===== config.mk =====
export PLATFORM = sky130hd
export DESIGN_NAME = can_signal_table_decoder_top
export DESIGN_NICKNAME = d
export VERILOG_FILES = /design/src/rtl/cstd_pkg.sv /design/src/rtl/cstd_tbl_mem.sv /design/src/rtl/cstd_phys.sv /design/src/rtl/can_signal_table_decoder_top.sv
export SDC_FILE = /design/constraint.sdc
export NUM_CORES = 2
export LEC_CHECK = 0
export ABC_AREA = 1
export BUFFER_PORTS_ARGS = -buffer_cell sky130_fd_sc_hd__buf_2
export CAP_MARGIN = 20
export CORE_MARGIN = 2
export CORE_UTILIZATION = 50
export CTS_CLUSTER_DIAMETER = 50
export DETAILED_ROUTE_END_ITERATION = 10
export HOLD_SLACK_MARGIN = 0.02
export PLACE_DENSITY = 0.69
export SLEW_MARGIN = 20
export SYNTH_ARGS = -nofsm -noshare
export SYNTH_HDL_FRONTEND = slang
export SYNTH_HIERARCHICAL = 1
export SYNTH_SLANG_ARGS = --single-unit

===== constraint.sdc =====
create_clock -name clk -period 18.8 [get_ports clk]
set_input_delay 0.94 -clock clk [delete_from_list [all_inputs] [get_ports clk]]
set_output_delay 0.94 -clock clk [all_outputs]
set_load 0.005 [all_outputs]

===== src/rtl/cstd_pkg.sv =====
// ----------------------------------------------------------------------------
// cstd_pkg
// Shared types and constants of the CAN signal table decoder.
// ----------------------------------------------------------------------------
`default_nettype none

package cstd_pkg;

	localparam int TABLE_ENTRIES_DEF = 16;
	localparam int MAX_SEARCH        = 16;

	localparam logic ACT_WRITE  = 1'b0;
	localparam logic ACT_DECODE = 1'b1;

	// one signal definition as held in the table
	typedef struct packed {
		logic [28:0] frame_id;
		logic [31:0] offset;
		logic [31:0] scale;
		logic [2:0]  last_byte;
		logic [2:0]  first_byte;
	} entry_t;

	// input beat, first field in the highest bits
	typedef struct packed {
		logic [3:0]  pad;
		logic [63:0] frame_payload;
		logic [28:0] frame_id;
		logic [2:0]  entry_last_byte;
		logic [2:0]  entry_first_byte;
		logic [31:0] entry_scale;
		logic [31:0] entry_offset;
		logic [28:0] entry_frame_id;
		logic [3:0]  entry_slot;
	} in_beat_t;

	// output beat, first field in the highest bits
	typedef struct packed {
		logic [3:0]  pad;
		logic [63:0] eng_value;
		logic [63:0] raw_value;
		logic [3:0]  signal_slot;
	} out_beat_t;

	// step strobes for the arithmetic unit
	typedef struct packed {
		logic load;
		logic mul_lo;
		logic mul_hi;
		logic sum;
		logic add;
	} phys_ctrl_t;

	typedef enum logic [3:0] {
		ST_IDLE,
		ST_READ,
		ST_MATCH,
		ST_MUL_LO,
		ST_MUL_HI,
		ST_SUM,
		ST_ADD,
		ST_EMIT,
		ST_FLUSH
	} state_t;

endpackage

`default_nettype wire


===== src/rtl/cstd_tbl_mem.sv =====
// ----------------------------------------------------------------------------
// cstd_tbl_mem
// Signal definition table: one write port, one read port, registered read.
// ----------------------------------------------------------------------------
`default_nettype none

module cstd_tbl_mem #(
	parameter int DEPTH = cstd_pkg::TABLE_ENTRIES_DEF,
	parameter int AW    = (DEPTH > 1) ? $clog2(DEPTH) : 1
) (
	input  wire                     clk,
	input  wire                     wr_en,
	input  wire  [AW-1:0]           wr_addr,
	input  cstd_pkg::entry_t        wr_data,
	input  wire                     rd_en,
	input  wire  [AW-1:0]           rd_addr,
	output cstd_pkg::entry_t        rd_data
);

	cstd_pkg::entry_t mem_q [DEPTH];
	cstd_pkg::entry_t rd_q;

	always_ff @(posedge clk) begin
		if (wr_en) begin
			mem_q[wr_addr] <= wr_data;
		end
	end

	always_ff @(posedge clk) begin
		if (rd_en) begin
			rd_q <= mem_q[rd_addr];
		end
	end

	assign rd_data = rd_q;

endmodule

`default_nettype wire


===== src/rtl/cstd_phys.sv =====
// ----------------------------------------------------------------------------
// cstd_phys
// Physical value unit: offset + scale * raw * 2^16, saturated to 64 bits.
// One shared 32x32 multiplier, one step per strobe.
// ----------------------------------------------------------------------------
`default_nettype none

module cstd_phys (
	input  wire                     clk,
	input  cstd_pkg::phys_ctrl_t    ctrl,
	input  wire  [31:0]             scale,
	input  wire  [31:0]             offset,
	input  wire  [63:0]             raw,
	output logic [63:0]             phys_value,
	output logic                    saturated
);

	logic        neg_q;
	logic [31:0] mag_q;
	logic [31:0] off_q;
	logic [63:0] lo_q;
	logic [63:0] hi_q;
	logic [47:0] p_q;
	logic        ovf_q;
	logic [63:0] phys_q;
	logic        sat_q;

	logic [31:0]        mul_op;
	logic [63:0]        prod;
	logic [64:0]        p_full;
	logic [65:0]        q_ext;
	logic signed [65:0] q_signed;
	logic signed [65:0] sum_v;

	assign mul_op = ctrl.mul_hi ? raw[63:32] : raw[31:0];
	assign prod   = 64'(mag_q) * 64'(mul_op);

	// product below 2^48 only if the high partial is below 2^16 and the sum carries no further
	assign p_full = 65'({hi_q[15:0], 32'h0}) + 65'(lo_q);

	assign q_ext    = {2'b00, p_q, 16'h0};
	assign q_signed = neg_q ? -$signed(q_ext) : $signed(q_ext);
	assign sum_v    = q_signed + $signed({{34{off_q[31]}}, off_q});

	always_ff @(posedge clk) begin
		if (ctrl.load) begin
			neg_q <= scale[31];
			mag_q <= scale[31] ? (~scale + 32'd1) : scale;
			off_q <= offset;
		end
		if (ctrl.mul_lo) begin
			lo_q <= prod;
		end
		if (ctrl.mul_hi) begin
			hi_q <= prod;
		end
		if (ctrl.sum) begin
			p_q   <= p_full[47:0];
			ovf_q <= (|hi_q[63:16]) | (|p_full[64:48]);
		end
		if (ctrl.add) begin
			if (ovf_q) begin
				phys_q <= neg_q ? {1'b1, 63'h0} : {1'b0, {63{1'b1}}};
				sat_q  <= 1'b1;
			end else if (!sum_v[65] && (sum_v[64] || sum_v[63])) begin
				phys_q <= {1'b0, {63{1'b1}}};
				sat_q  <= 1'b1;
			end else if (sum_v[65] && !(sum_v[64] && sum_v[63])) begin
				phys_q <= {1'b1, 63'h0};
				sat_q  <= 1'b1;
			end else begin
				phys_q <= sum_v[63:0];
				sat_q  <= 1'b0;
			end
		end
	end

	assign phys_value = phys_q;
	assign saturated  = sat_q;

endmodule

`default_nettype wire


===== src/rtl/can_signal_table_decoder_top.sv =====
// ----------------------------------------------------------------------------
// can_signal_table_decoder_top
// Decodes CAN frames against a table of signal definitions held in memory.
// ----------------------------------------------------------------------------
//
// channel   direction  beat contents
// s_*       in         tuser: action; tdata: entry fields, frame id, payload
// m_*       out        tdata: slot, raw, physical; tuser: saturated; tlast: last
// cfg_*     in         active entry count
//
// table writes and frames are taken in idle; each searched entry is read, then
// compared; a match steps through multiply low, multiply high, sum, add, emit;
// then a flush; the single table read port and shared multiplier set this order
// reset clears the control state and the entry count; table entries stay
// undefined until written
// a stalled output holds one result in the output register and one pending,
// and the next match waits in the emit state until one of them moves
// ----------------------------------------------------------------------------
`default_nettype none

module can_signal_table_decoder_top #(
	parameter int TABLE_ENTRIES = cstd_pkg::TABLE_ENTRIES_DEF
) (
	input  wire          clk,
	input  wire          arst_n,

	input  wire          s_tvalid,
	output logic         s_tready,
	// slot, entry frame id, offset, scale, first byte, last byte, frame id,
	// payload, zero pad
	input  wire  [199:0] s_tdata,
	// action
	input  wire  [0:0]   s_tuser,

	output logic         m_tvalid,
	input  wire          m_tready,
	// signal slot, raw value, physical value, zero pad
	output logic [135:0] m_tdata,
	// saturated
	output logic [0:0]   m_tuser,
	output logic         m_tlast,

	input  wire          cfg_valid,
	output logic         cfg_ready,
	input  wire  [4:0]   cfg_data
);

	localparam int AW  = (TABLE_ENTRIES > 1) ? $clog2(TABLE_ENTRIES) : 1;
	localparam int LIM = (TABLE_ENTRIES < cstd_pkg::MAX_SEARCH) ?
		TABLE_ENTRIES : cstd_pkg::MAX_SEARCH;

	cstd_pkg::state_t     state_q, state_d;
	cstd_pkg::in_beat_t   in_beat;
	cstd_pkg::entry_t     wr_entry, rd_entry;
	cstd_pkg::phys_ctrl_t pctrl;
	cstd_pkg::out_beat_t  out_q;

	logic [4:0]  cfg_q;
	logic [4:0]  count;
	logic [4:0]  count_q;
	logic [4:0]  idx_q;
	logic [28:0] fid_q;
	logic [63:0] payload_q;
	logic [63:0] raw_q;
	logic        pend_q;
	logic [3:0]  pend_slot_q;
	logic [63:0] pend_raw_q;
	logic [63:0] pend_phys_q;
	logic        pend_sat_q;
	logic        out_sat_q;
	logic        out_last_q;
	logic        m_tvalid_q;

	logic        s_acc;
	logic        tbl_we;
	logic        tbl_re;
	logic        latch_frame;
	logic        idx_inc;
	logic        raw_load;
	logic        pend_load;
	logic        pend_clr;
	logic        out_load;
	logic        out_free;
	logic        at_end;
	logic        hit;
	logic        slot_ok;
	logic [63:0] phys_value;
	logic        phys_sat;
	logic [63:0] shifted;
	logic [2:0]  span;
	logic [63:0] raw_next;

	assign in_beat   = cstd_pkg::in_beat_t'(s_tdata);
	assign s_acc     = s_tvalid && s_tready;
	assign cfg_ready = 1'b1;
	assign count     = (cfg_q > 5'(LIM)) ? 5'(LIM) : cfg_q;
	assign slot_ok   = (32'(in_beat.entry_slot) < 32'(TABLE_ENTRIES));
	assign tbl_we    = s_acc && (s_tuser[0] == cstd_pkg::ACT_WRITE) && slot_ok;

	assign wr_entry.frame_id   = in_beat.entry_frame_id;
	assign wr_entry.offset     = in_beat.entry_offset;
	assign wr_entry.scale      = in_beat.entry_scale;
	assign wr_entry.last_byte  = in_beat.entry_last_byte;
	assign wr_entry.first_byte = in_beat.entry_first_byte;

	cstd_tbl_mem #(
		.DEPTH (TABLE_ENTRIES),
		.AW    (AW)
	) u_tbl (
		.clk     (clk),
		.wr_en   (tbl_we),
		.wr_addr (AW'(in_beat.entry_slot)),
		.wr_data (wr_entry),
		.rd_en   (tbl_re),
		.rd_addr (AW'(idx_q)),
		.rd_data (rd_entry)
	);

	cstd_phys u_phys (
		.clk        (clk),
		.ctrl       (pctrl),
		.scale      (rd_entry.scale),
		.offset     (rd_entry.offset),
		.raw        (raw_q),
		.phys_value (phys_value),
		.saturated  (phys_sat)
	);

	// byte field extraction
	assign shifted  = payload_q >> {rd_entry.first_byte, 3'b000};
	assign span     = rd_entry.last_byte - rd_entry.first_byte;
	assign raw_next = (rd_entry.last_byte < rd_entry.first_byte) ? 64'h0 :
		(shifted & ({64{1'b1}} >> {3'd7 - span, 3'b000}));

	assign hit      = (rd_entry.frame_id == fid_q);
	assign at_end   = ((idx_q + 5'd1) == count_q);
	assign out_free = !m_tvalid_q || m_tready;

	always_comb begin
		state_d     = state_q;
		s_tready    = 1'b0;
		tbl_re      = 1'b0;
		latch_frame = 1'b0;
		idx_inc     = 1'b0;
		raw_load    = 1'b0;
		pend_load   = 1'b0;
		pend_clr    = 1'b0;
		out_load    = 1'b0;
		pctrl       = '0;
		case (state_q)
			cstd_pkg::ST_IDLE: begin
				s_tready = 1'b1;
				if (s_tvalid && s_tuser[0] == cstd_pkg::ACT_DECODE) begin
					latch_frame = 1'b1;
					if (count != 5'd0) begin
						state_d = cstd_pkg::ST_READ;
					end
				end
			end
			cstd_pkg::ST_READ: begin
				tbl_re  = 1'b1;
				state_d = cstd_pkg::ST_MATCH;
			end
			cstd_pkg::ST_MATCH: begin
				if (hit) begin
					pctrl.load = 1'b1;
					raw_load   = 1'b1;
					state_d    = cstd_pkg::ST_MUL_LO;
				end else begin
					idx_inc = 1'b1;
					state_d = at_end ? cstd_pkg::ST_FLUSH : cstd_pkg::ST_READ;
				end
			end
			cstd_pkg::ST_MUL_LO: begin
				pctrl.mul_lo = 1'b1;
				state_d      = cstd_pkg::ST_MUL_HI;
			end
			cstd_pkg::ST_MUL_HI: begin
				pctrl.mul_hi = 1'b1;
				state_d      = cstd_pkg::ST_SUM;
			end
			cstd_pkg::ST_SUM: begin
				pctrl.sum = 1'b1;
				state_d   = cstd_pkg::ST_ADD;
			end
			cstd_pkg::ST_ADD: begin
				pctrl.add = 1'b1;
				state_d   = cstd_pkg::ST_EMIT;
			end
			cstd_pkg::ST_EMIT: begin
				// older result leaves only when a newer one proves it is not last
				if (!pend_q || out_free) begin
					out_load  = pend_q;
					pend_load = 1'b1;
					idx_inc   = 1'b1;
					state_d   = at_end ? cstd_pkg::ST_FLUSH : cstd_pkg::ST_READ;
				end
			end
			cstd_pkg::ST_FLUSH: begin
				if (!pend_q) begin
					state_d = cstd_pkg::ST_IDLE;
				end else if (out_free) begin
					out_load = 1'b1;
					pend_clr = 1'b1;
					state_d  = cstd_pkg::ST_IDLE;
				end
			end
			default: begin
				state_d = cstd_pkg::ST_IDLE;
			end
		endcase
	end

	always_ff @(posedge clk or negedge arst_n) begin
		if (!arst_n) begin
			state_q    <= cstd_pkg::ST_IDLE;
			cfg_q      <= 5'd0;
			idx_q      <= 5'd0;
			pend_q     <= 1'b0;
			m_tvalid_q <= 1'b0;
		end else begin
			state_q <= state_d;
			if (cfg_valid && cfg_ready) begin
				cfg_q <= cfg_data;
			end
			if (latch_frame) begin
				idx_q <= 5'd0;
			end else if (idx_inc) begin
				idx_q <= idx_q + 5'd1;
			end
			if (pend_load) begin
				pend_q <= 1'b1;
			end else if (pend_clr) begin
				pend_q <= 1'b0;
			end
			if (out_load) begin
				m_tvalid_q <= 1'b1;
			end else if (m_tready) begin
				m_tvalid_q <= 1'b0;
			end
		end
	end

	always_ff @(posedge clk) begin
		if (latch_frame) begin
			fid_q     <= in_beat.frame_id;
			payload_q <= in_beat.frame_payload;
			count_q   <= count;
		end
		if (raw_load) begin
			raw_q <= raw_next;
		end
		if (out_load) begin
			out_q.pad         <= 4'h0;
			out_q.signal_slot <= pend_slot_q;
			out_q.raw_value   <= pend_raw_q;
			out_q.eng_value   <= pend_phys_q;
			out_sat_q         <= pend_sat_q;
			out_last_q        <= (state_q == cstd_pkg::ST_FLUSH);
		end
		if (pend_load) begin
			pend_slot_q <= idx_q[3:0];
			pend_raw_q  <= raw_q;
			pend_phys_q <= phys_value;
			pend_sat_q  <= phys_sat;
		end
	end

	assign m_tvalid = m_tvalid_q;
	assign m_tdata  = out_q;
	assign m_tuser  = out_sat_q;
	assign m_tlast  = out_last_q;

	a_no_write_busy: assert property (@(posedge clk) disable iff (!arst_n)
		(state_q != cstd_pkg::ST_IDLE) |-> !tbl_we)
		else $error("table written while a frame is in work");

	a_pend_empty_idle: assert property (@(posedge clk) disable iff (!arst_n)
		(state_q == cstd_pkg::ST_IDLE) |-> !pend_q)
		else $error("pending result left behind at end of frame");

	a_idx_range: assert property (@(posedge clk) disable iff (!arst_n)
		(state_q == cstd_pkg::ST_READ || state_q == cstd_pkg::ST_MATCH)
		|-> (idx_q < count_q))
		else $error("search index beyond active entries");

	a_last_drains: assert property (@(posedge clk) disable iff (!arst_n)
		(out_load && state_q == cstd_pkg::ST_FLUSH) |=> !pend_q)
		else $error("pending result kept after last beat");

endmodule

`default_nettype wire

Yosys cells after proc, flatten, opt, wreduce, memory -nomap -nowiden --
Memories as Yosys holds them, arrays and structs flattened. A register that Yosys moved wholly into a read port is not among the register bits. Cells that the tools add are included.
Word-level totals: register bits 752, bits in writable memories 1584, input port bits 211, word-level logic and storage cells 125, memories kept 1
Operators by class: add/sub/neg operators 7, multipliers 1, magnitude comparators 2, equality and inequality tests 14, shift operators 2, muxes and demuxes 44, bitwise gates (word level) 4, reductions and logical operators 22
Memories:
- u_tbl.mem_q | words 16, width 99, rd ports 1, clocked after Yosys merged registers in 1, wr ports 1, line cstd_tbl_mem.sv:20 | cstd_pkg::entry_t mem_q [DEPTH];
Operators with widths (number):
- 64-bit two-way mux | 4
- 66-bit by 32-bit adder with 66-bit output | 1
- 66-bit two-way mux | 1
- 64-bit negator with 66-bit output | 1
- 48-bit by 64-bit adder with 65-bit output | 1
- 64-bit AND | 1
- 32-bit by 32-bit multiplier with 64-bit output | 1
- 64-bit by 6-bit right shift with 64-bit output | 1
- 64-bit by 6-bit right shift with 64-bit output, first input constant | 1
- 48-bit OR reduction | 1
- 4-bit case mux with 9 select lines | 1
- 32-bit by 1-bit adder with 32-bit output, second input constant | 1
- 32-bit two-way mux | 1
- 32-bit inverter | 1
- 31-bit two-way mux | 1
- 29-bit == test | 1
- 4-bit two-way mux | 7
- 1-bit two-way mux | 24
- 17-bit OR reduction | 1
- 4-bit by 3-bit == test with 1-bit output, second input constant | 4
- 5-bit two-way mux | 3
- 4-bit by 2-bit == test with 1-bit output, second input constant | 2
- 1-bit logical AND | 6
- 2-bit inequality test, second input constant | 3
- other kinds (19) | 27

Logic depth before layout (Yosys ltp) --
depth in word-level cells 9, mapped depth 38, mapped depth without buffers 37

Hierarchy --
Netlist, hierarchy kept.
By module, submodules not included:
- cstd_tbl_mem | instances 1, cells each 6495, area an instance 70841.7 µm², sequential area each 50538.5 µm²
- cstd_phys | instances 1, cells each 6008, area an instance 50611.0 µm², sequential area each 9218.8 µm²
- can_signal_table_decoder_top | instances 1, cells each 1080, area an instance 16330.7 µm², sequential area each 13282.7 µm²

Worst setup path after synthesis --
Ideal clock, no wire load.
path type register -> register, start register state_q[3], end register u_phys.hi_q[44] (data pin), data arrival time 10523 ps, data required time 18534 ps, setup slack 8011 ps, stages on the path, launching flop included 31, clock period less this slack 10789 ps, cells stage by stage dfrtp_1 -> nor2_1 -> inv_1 -> nor2_1 -> inv_1 -> clkbuf_1 -> or2_2 -> o21ai_1 -> clkbuf_1 -> nor2_1 -> fa_1 -> fa_1 -> fa_1 -> inv_1 -> fa_1 -> inv_1 -> fa_1 -> fa_1 -> fa_1 -> inv_1 -> fa_1 -> inv_1 -> ha_1 -> nand2_1 -> nor2_1 -> inv_1 -> nor2_1 -> nand2_1 -> o21ai_0 -> a21oi_1 -> xor2_1
RTL lines:
- from (decl) | line can_signal_table_decoder_top.sv:52 | cstd_pkg::state_t state_q, state_d;
- from (signal assigned) | line can_signal_table_decoder_top.sv:216 | state_q <= cstd_pkg::ST_IDLE;
- from (signal assigned) | line can_signal_table_decoder_top.sv:222 | state_q <= state_d;
- to (signal assigned) | line cstd_phys.sv:55 | hi_q <= prod;
- to (decl) | line cstd_phys.sv:22 | logic [63:0] hi_q;

==> tab_implementation.tex <==
\begin{tabular}{lr}
\hline
Metric & Value \\
\hline
\multicolumn{2}{l}{\textbf{Clock tree}} \\
\quad CTS root buf & sky130\_fd\_sc\_hd\_\_clkbuf\_16 \\
\quad Number of levels the H-tree was split into & 5 \\
\quad CTS Hold Buffers Added & 1 \\
\quad Bufs on Longest Clock Path & 4 \\
\quad Register clock-pin slew on the reported worst setup and hold paths & 0.06 ns \\
\quad TritonCTS clock tree & built \\
\quad Post-CTS setup buffers & 0 \\
\quad Total CTS buffers & 289 \\
\quad Latest clock arrival within the worst-skew pair & 0.92 ns \\
\quad Count of cells resized by post-cts repair & 0 \\
\quad Clock sink total & 2435 \\
\multicolumn{2}{l}{\textbf{Synthesis}} \\
\quad Leading register cell type out of synthesis & sky130\_fd\_sc\_hd\_\_edfxtp\_1 \\
\quad Synthesized flop and latch total & 2435 \\
\quad Ranking of synthesized cells by area & sky130\_fd\_sc\_hd\_\_edfxtp\_1 (53\%), sky130\_fd\_sc\_hd\_\_fa\_1 (13\%), sky130\_fd\_sc\_hd\_\_nand2\_1 (9.4\%), sky130\_fd\_sc\_hd\_\_inv\_1 (6.8\%), sky130\_fd\_sc\_hd\_\_nand3\_1 (4.9\%) \\
\quad Post-synthesis cell count & 13600 \\
\quad EDFF count, synth & 2419 \\
\quad Warnings, synthesis & 6 \\
\quad Distinct cells, synth & 54 \\
\quad Library cell with the largest summed area after synthesis & sky130\_fd\_sc\_hd\_\_edfxtp\_1 \\
\quad Post-synthesis instance area & 138000 sq um \\
\quad Leading cell type by number of instances after synthesis & sky130\_fd\_sc\_hd\_\_nand2\_1 \\
\quad Fraction of post-synthesis cell area in the top cell type by area & 0.527 \\
\quad Commonest cells in the netlist & sky130\_fd\_sc\_hd\_\_nand2\_1 (3436), sky130\_fd\_sc\_hd\_\_inv\_1 (2502), sky130\_fd\_sc\_hd\_\_edfxtp\_1 (2419) \\
\quad Per-instance average area after synthesis & 10.1 sq um \\
\quad Share of the yosys chip area belonging to registers & 0.530 \\
\quad Share of synthesized flip-flops with an asynchronous set or reset & 0.00657 \\
\multicolumn{2}{l}{\textbf{Critical path}} \\
\quad Maximum single-stage delay on the critical path & 0.62 ns \\
\quad Startpoint type of the worst setup path & register \\
\quad Beginning of the worst register-to-register path & state\_q[3]\$\_DFFE\_PN0P\_ \\
\quad WP buf/inv & 13 \\
\quad Crit-path leading delay family & adder cells \\
\quad Class of the most critical setup path & reg -> reg \\
\quad Register-to-register path setup slack & 8.15 ns \\
\quad Critical path's slowest cell & sky130\_fd\_sc\_hd\_\_inv\_1 \\
\quad Cell occurring most often along the worst timing path & sky130\_fd\_sc\_hd\_\_inv\_1 \\
\quad Startpoint of the most critical setup path & state\_q[3]\$\_DFFE\_PN0P\_ \\
\quad Crit path arrival time & 11.23 ns \\
\quad Worst flop-to-flop path endpoint & u\_phys/hi\_q[46]\$\_DFFE\_PP\_ \\
\quad Crit. End Element & register \\
\quad Peak fanout along the critical path & 43 \\
\quad R2R cell count & 36 \\
\quad Required time at the endpoint of the critical path & 19.38 ns \\
\multicolumn{2}{l}{\textbf{Die}} \\
\quad Initial Utilization & 0.503 \\
\quad Std cell rows & 192 \\
\quad Width of the die & 529 microns \\
\quad Vertical extent of the die & 529 microns \\
\quad Number of top-level pins & 352 \\
\quad Area of the core & 274000 sq um \\
\quad Die footprint & 280000 sq um \\
\multicolumn{2}{l}{\textbf{Timing}} \\
\quad Count of endpoints failing hold in the final timing report & 0 \\
\quad Final Cycle Share & 0.567 \\
\quad \# setup viols final & 0 \\
\quad Pin slew with the least headroom to its limit & 1.22 ns \\
\quad Maximum operating frequency & 93.9 MHz \\
\quad Largest clock skew in the final design & 0.0800 ns \\
\quad Rel. slew slack & 0.189 \\
\quad Max-slew violation count & 0 \\
\quad RSZ-0062 raised after global routing & no \\
\quad Setup TNS & 0 ns \\
\quad Clock period minus final worst setup slack & 10.65 ns \\
\multicolumn{2}{l}{\textbf{Placement}} \\
\quad HPWL reported at the end of detailed placement & 249 mm \\
\quad IO Port Bufs & 342 \\
\quad Routability cong. & 0.990 \\
\multicolumn{2}{l}{\textbf{Worst hold path}} \\
\quad Hold Path End & fid\_q[14]\$\_DFFE\_PP\_ \\
\quad Worst Min Path Start & s\_tdata[117] \\
\quad Number of stages on the worst hold path & 1 \\
\quad Worst hold path class & in -> reg \\
\multicolumn{2}{l}{\textbf{Global route}} \\
\quad GR Overflow Total & 0 \\
\quad Antenna violations before repair & 76 \\
\quad Largest net degree at the start of global routing & 212 \\
\quad All-Layer GR Usage & 0.273 \\
\quad Number of global-route vias before repair & 91500 \\
\quad First-pass GRT wire length & 569 mm \\
\multicolumn{2}{l}{\textbf{Cells and area}} \\
\quad Flip-flop count of the largest register, all copies and words added & 1584 \\
\quad Area grow syn2layout & 10.6\% \\
\quad Layout Nets & 15300 \\
\quad Largest register by flop count & u\_tbl/mem\_q \\
\quad Final core area utilization & 0.556 \\
\quad Layout cells sized above 1 & 0.0783 \\
\multicolumn{2}{l}{\textbf{Outcome}} \\
\quad Run status & completed \\
\multicolumn{2}{l}{\textbf{Drt}} \\
\quad Remaining routing DRC violations & 0 \\
\quad WL per Instance & 21.7 microns \\
\quad Total iterations of the first detailed-routing run & 6 \\
\quad DR vias/cell & 5.39 \\
\quad Initial DRC Count & 9717 \\
\quad Routed WL & 384 mm \\
\quad Antenna Nets Post-Route & 0 \\
\quad Routed via count & 95200 \\
\multicolumn{2}{l}{\textbf{Run}} \\
\quad Max-cap violation count & 0 \\
\hline
\end{tabular}
## how the worst max path moves through the flow
stage                                           end  depth (start not counted)  slack [ns]
after floorplan           u_phys/hi_q[44]$_DFFE_PP_                         30        8.01
after global placement    u_phys/lo_q[62]$_DFFE_PP_                         36        8.46
after detailed placement  u_phys/lo_q[62]$_DFFE_PP_                         36        8.46
after CTS                 u_phys/hi_q[46]$_DFFE_PP_                         36        8.42
after global routing      u_phys/hi_q[46]$_DFFE_PP_                         34        7.83
final                     u_phys/hi_q[46]$_DFFE_PP_                         36        8.15
## metrics by stage
stage               instances  hold WS [ns]  area (sq um)  setup WS, ns
finish                  17700         0.186        152000          8.15
floorplan               13600         0.400        138000          8.01
global placement        17100         0.402        143000          8.46
detailed placement      17100         0.405        143000          8.46
global route            17600         0.156        152000          7.83
CTS                     17600         0.126        152000          8.42
## cell usage in the layout, fill, tap and decap left out, types with 28 or more instances in the layout
master                      instances
sky130_fd_sc_hd__nand2_1         3436
sky130_fd_sc_hd__inv_1           2498
sky130_fd_sc_hd__edfxtp_1        2419
sky130_fd_sc_hd__nand3_1         1340
sky130_fd_sc_hd__nor2_1          1001
sky130_fd_sc_hd__fa_1             899
sky130_fd_sc_hd__buf_2            342
sky130_fd_sc_hd__ha_1             334
sky130_fd_sc_hd__clkbuf_16        295
sky130_fd_sc_hd__a21oi_1          249
sky130_fd_sc_hd__buf_4            152
sky130_fd_sc_hd__o21ai_0          149
sky130_fd_sc_hd__xor2_1           138
sky130_fd_sc_hd__clkinv_1          71
sky130_fd_sc_hd__xnor2_1           70
sky130_fd_sc_hd__or2_2             65
sky130_fd_sc_hd__nor3_1            55
sky130_fd_sc_hd__clkbuf_1          46
sky130_fd_sc_hd__nand4_1           43
sky130_fd_sc_hd__o21bai_1          38
sky130_fd_sc_hd__bufinv_16         28
## per-layer routing
layer / global-route usage / up-vias / part of all wire / routed length, microns
met5: 0 / - / 0.0012 / 463
met4: 0.140 / 70 / 0.056 / 21300
met3: 0.0604 / 1036 / 0.10 / 38400
met2: 0.425 / 4457 / 0.46 / 175000
met1: 0.360 / 46100 / 0.39 / 149000
li1: - / 43600 / - / -
## cell families (layout without fill, tap and decap cells)
| kind of cell | count (synthesis) | in the layout | share of synthesized area |
|---|---|---|---|
| AO/OA/AOI/OAI | 555 | 555 | 0.0229 |
| XOR/XNOR | 208 | 208 | 0.0132 |
| adder cells (fa/ha/maj) | 1233 | 1233 | 0.161 |
| buffers and inverters | 3098 | 3557 | 0.0909 |
| flip-flops | 2435 | 2435 | 0.530 |
| multiplexers | 4 | 4 | 0.000291 |
| other | 2 | 25 | 0.0000545 |
| AND/OR/NAND/NOR | 6048 | 6048 | 0.182 |
## cell type report
type	count	area, sq um
multi-input combinational	8053	52400
clock buffer	341	7550
antenna	20	50.0
clock inverter	171	2040
fill	23100	121000
tap	3589	4490
sequential	2435	73100
timing repair buffer	510	3160
inverter	2535	9580
## worst reg2reg max path: cells and delay by family, from the launching register on
| kind | cells | cell delay (ns) |
|---|---|---|
| buffers and inverters | 13 | 3.05 |
| AOI/OAI and AO/OA | 3 | 0.98 |
| and+or+nand+nor | 11 | 1.53 |
| adders and majority gates | 9 | 4.37 |
| DFF | 1 | 0.44 |
Power is left out: the tool's default activity adds up to more than one toggle a clock period on the data nets, which glitch-free logic cannot reach.
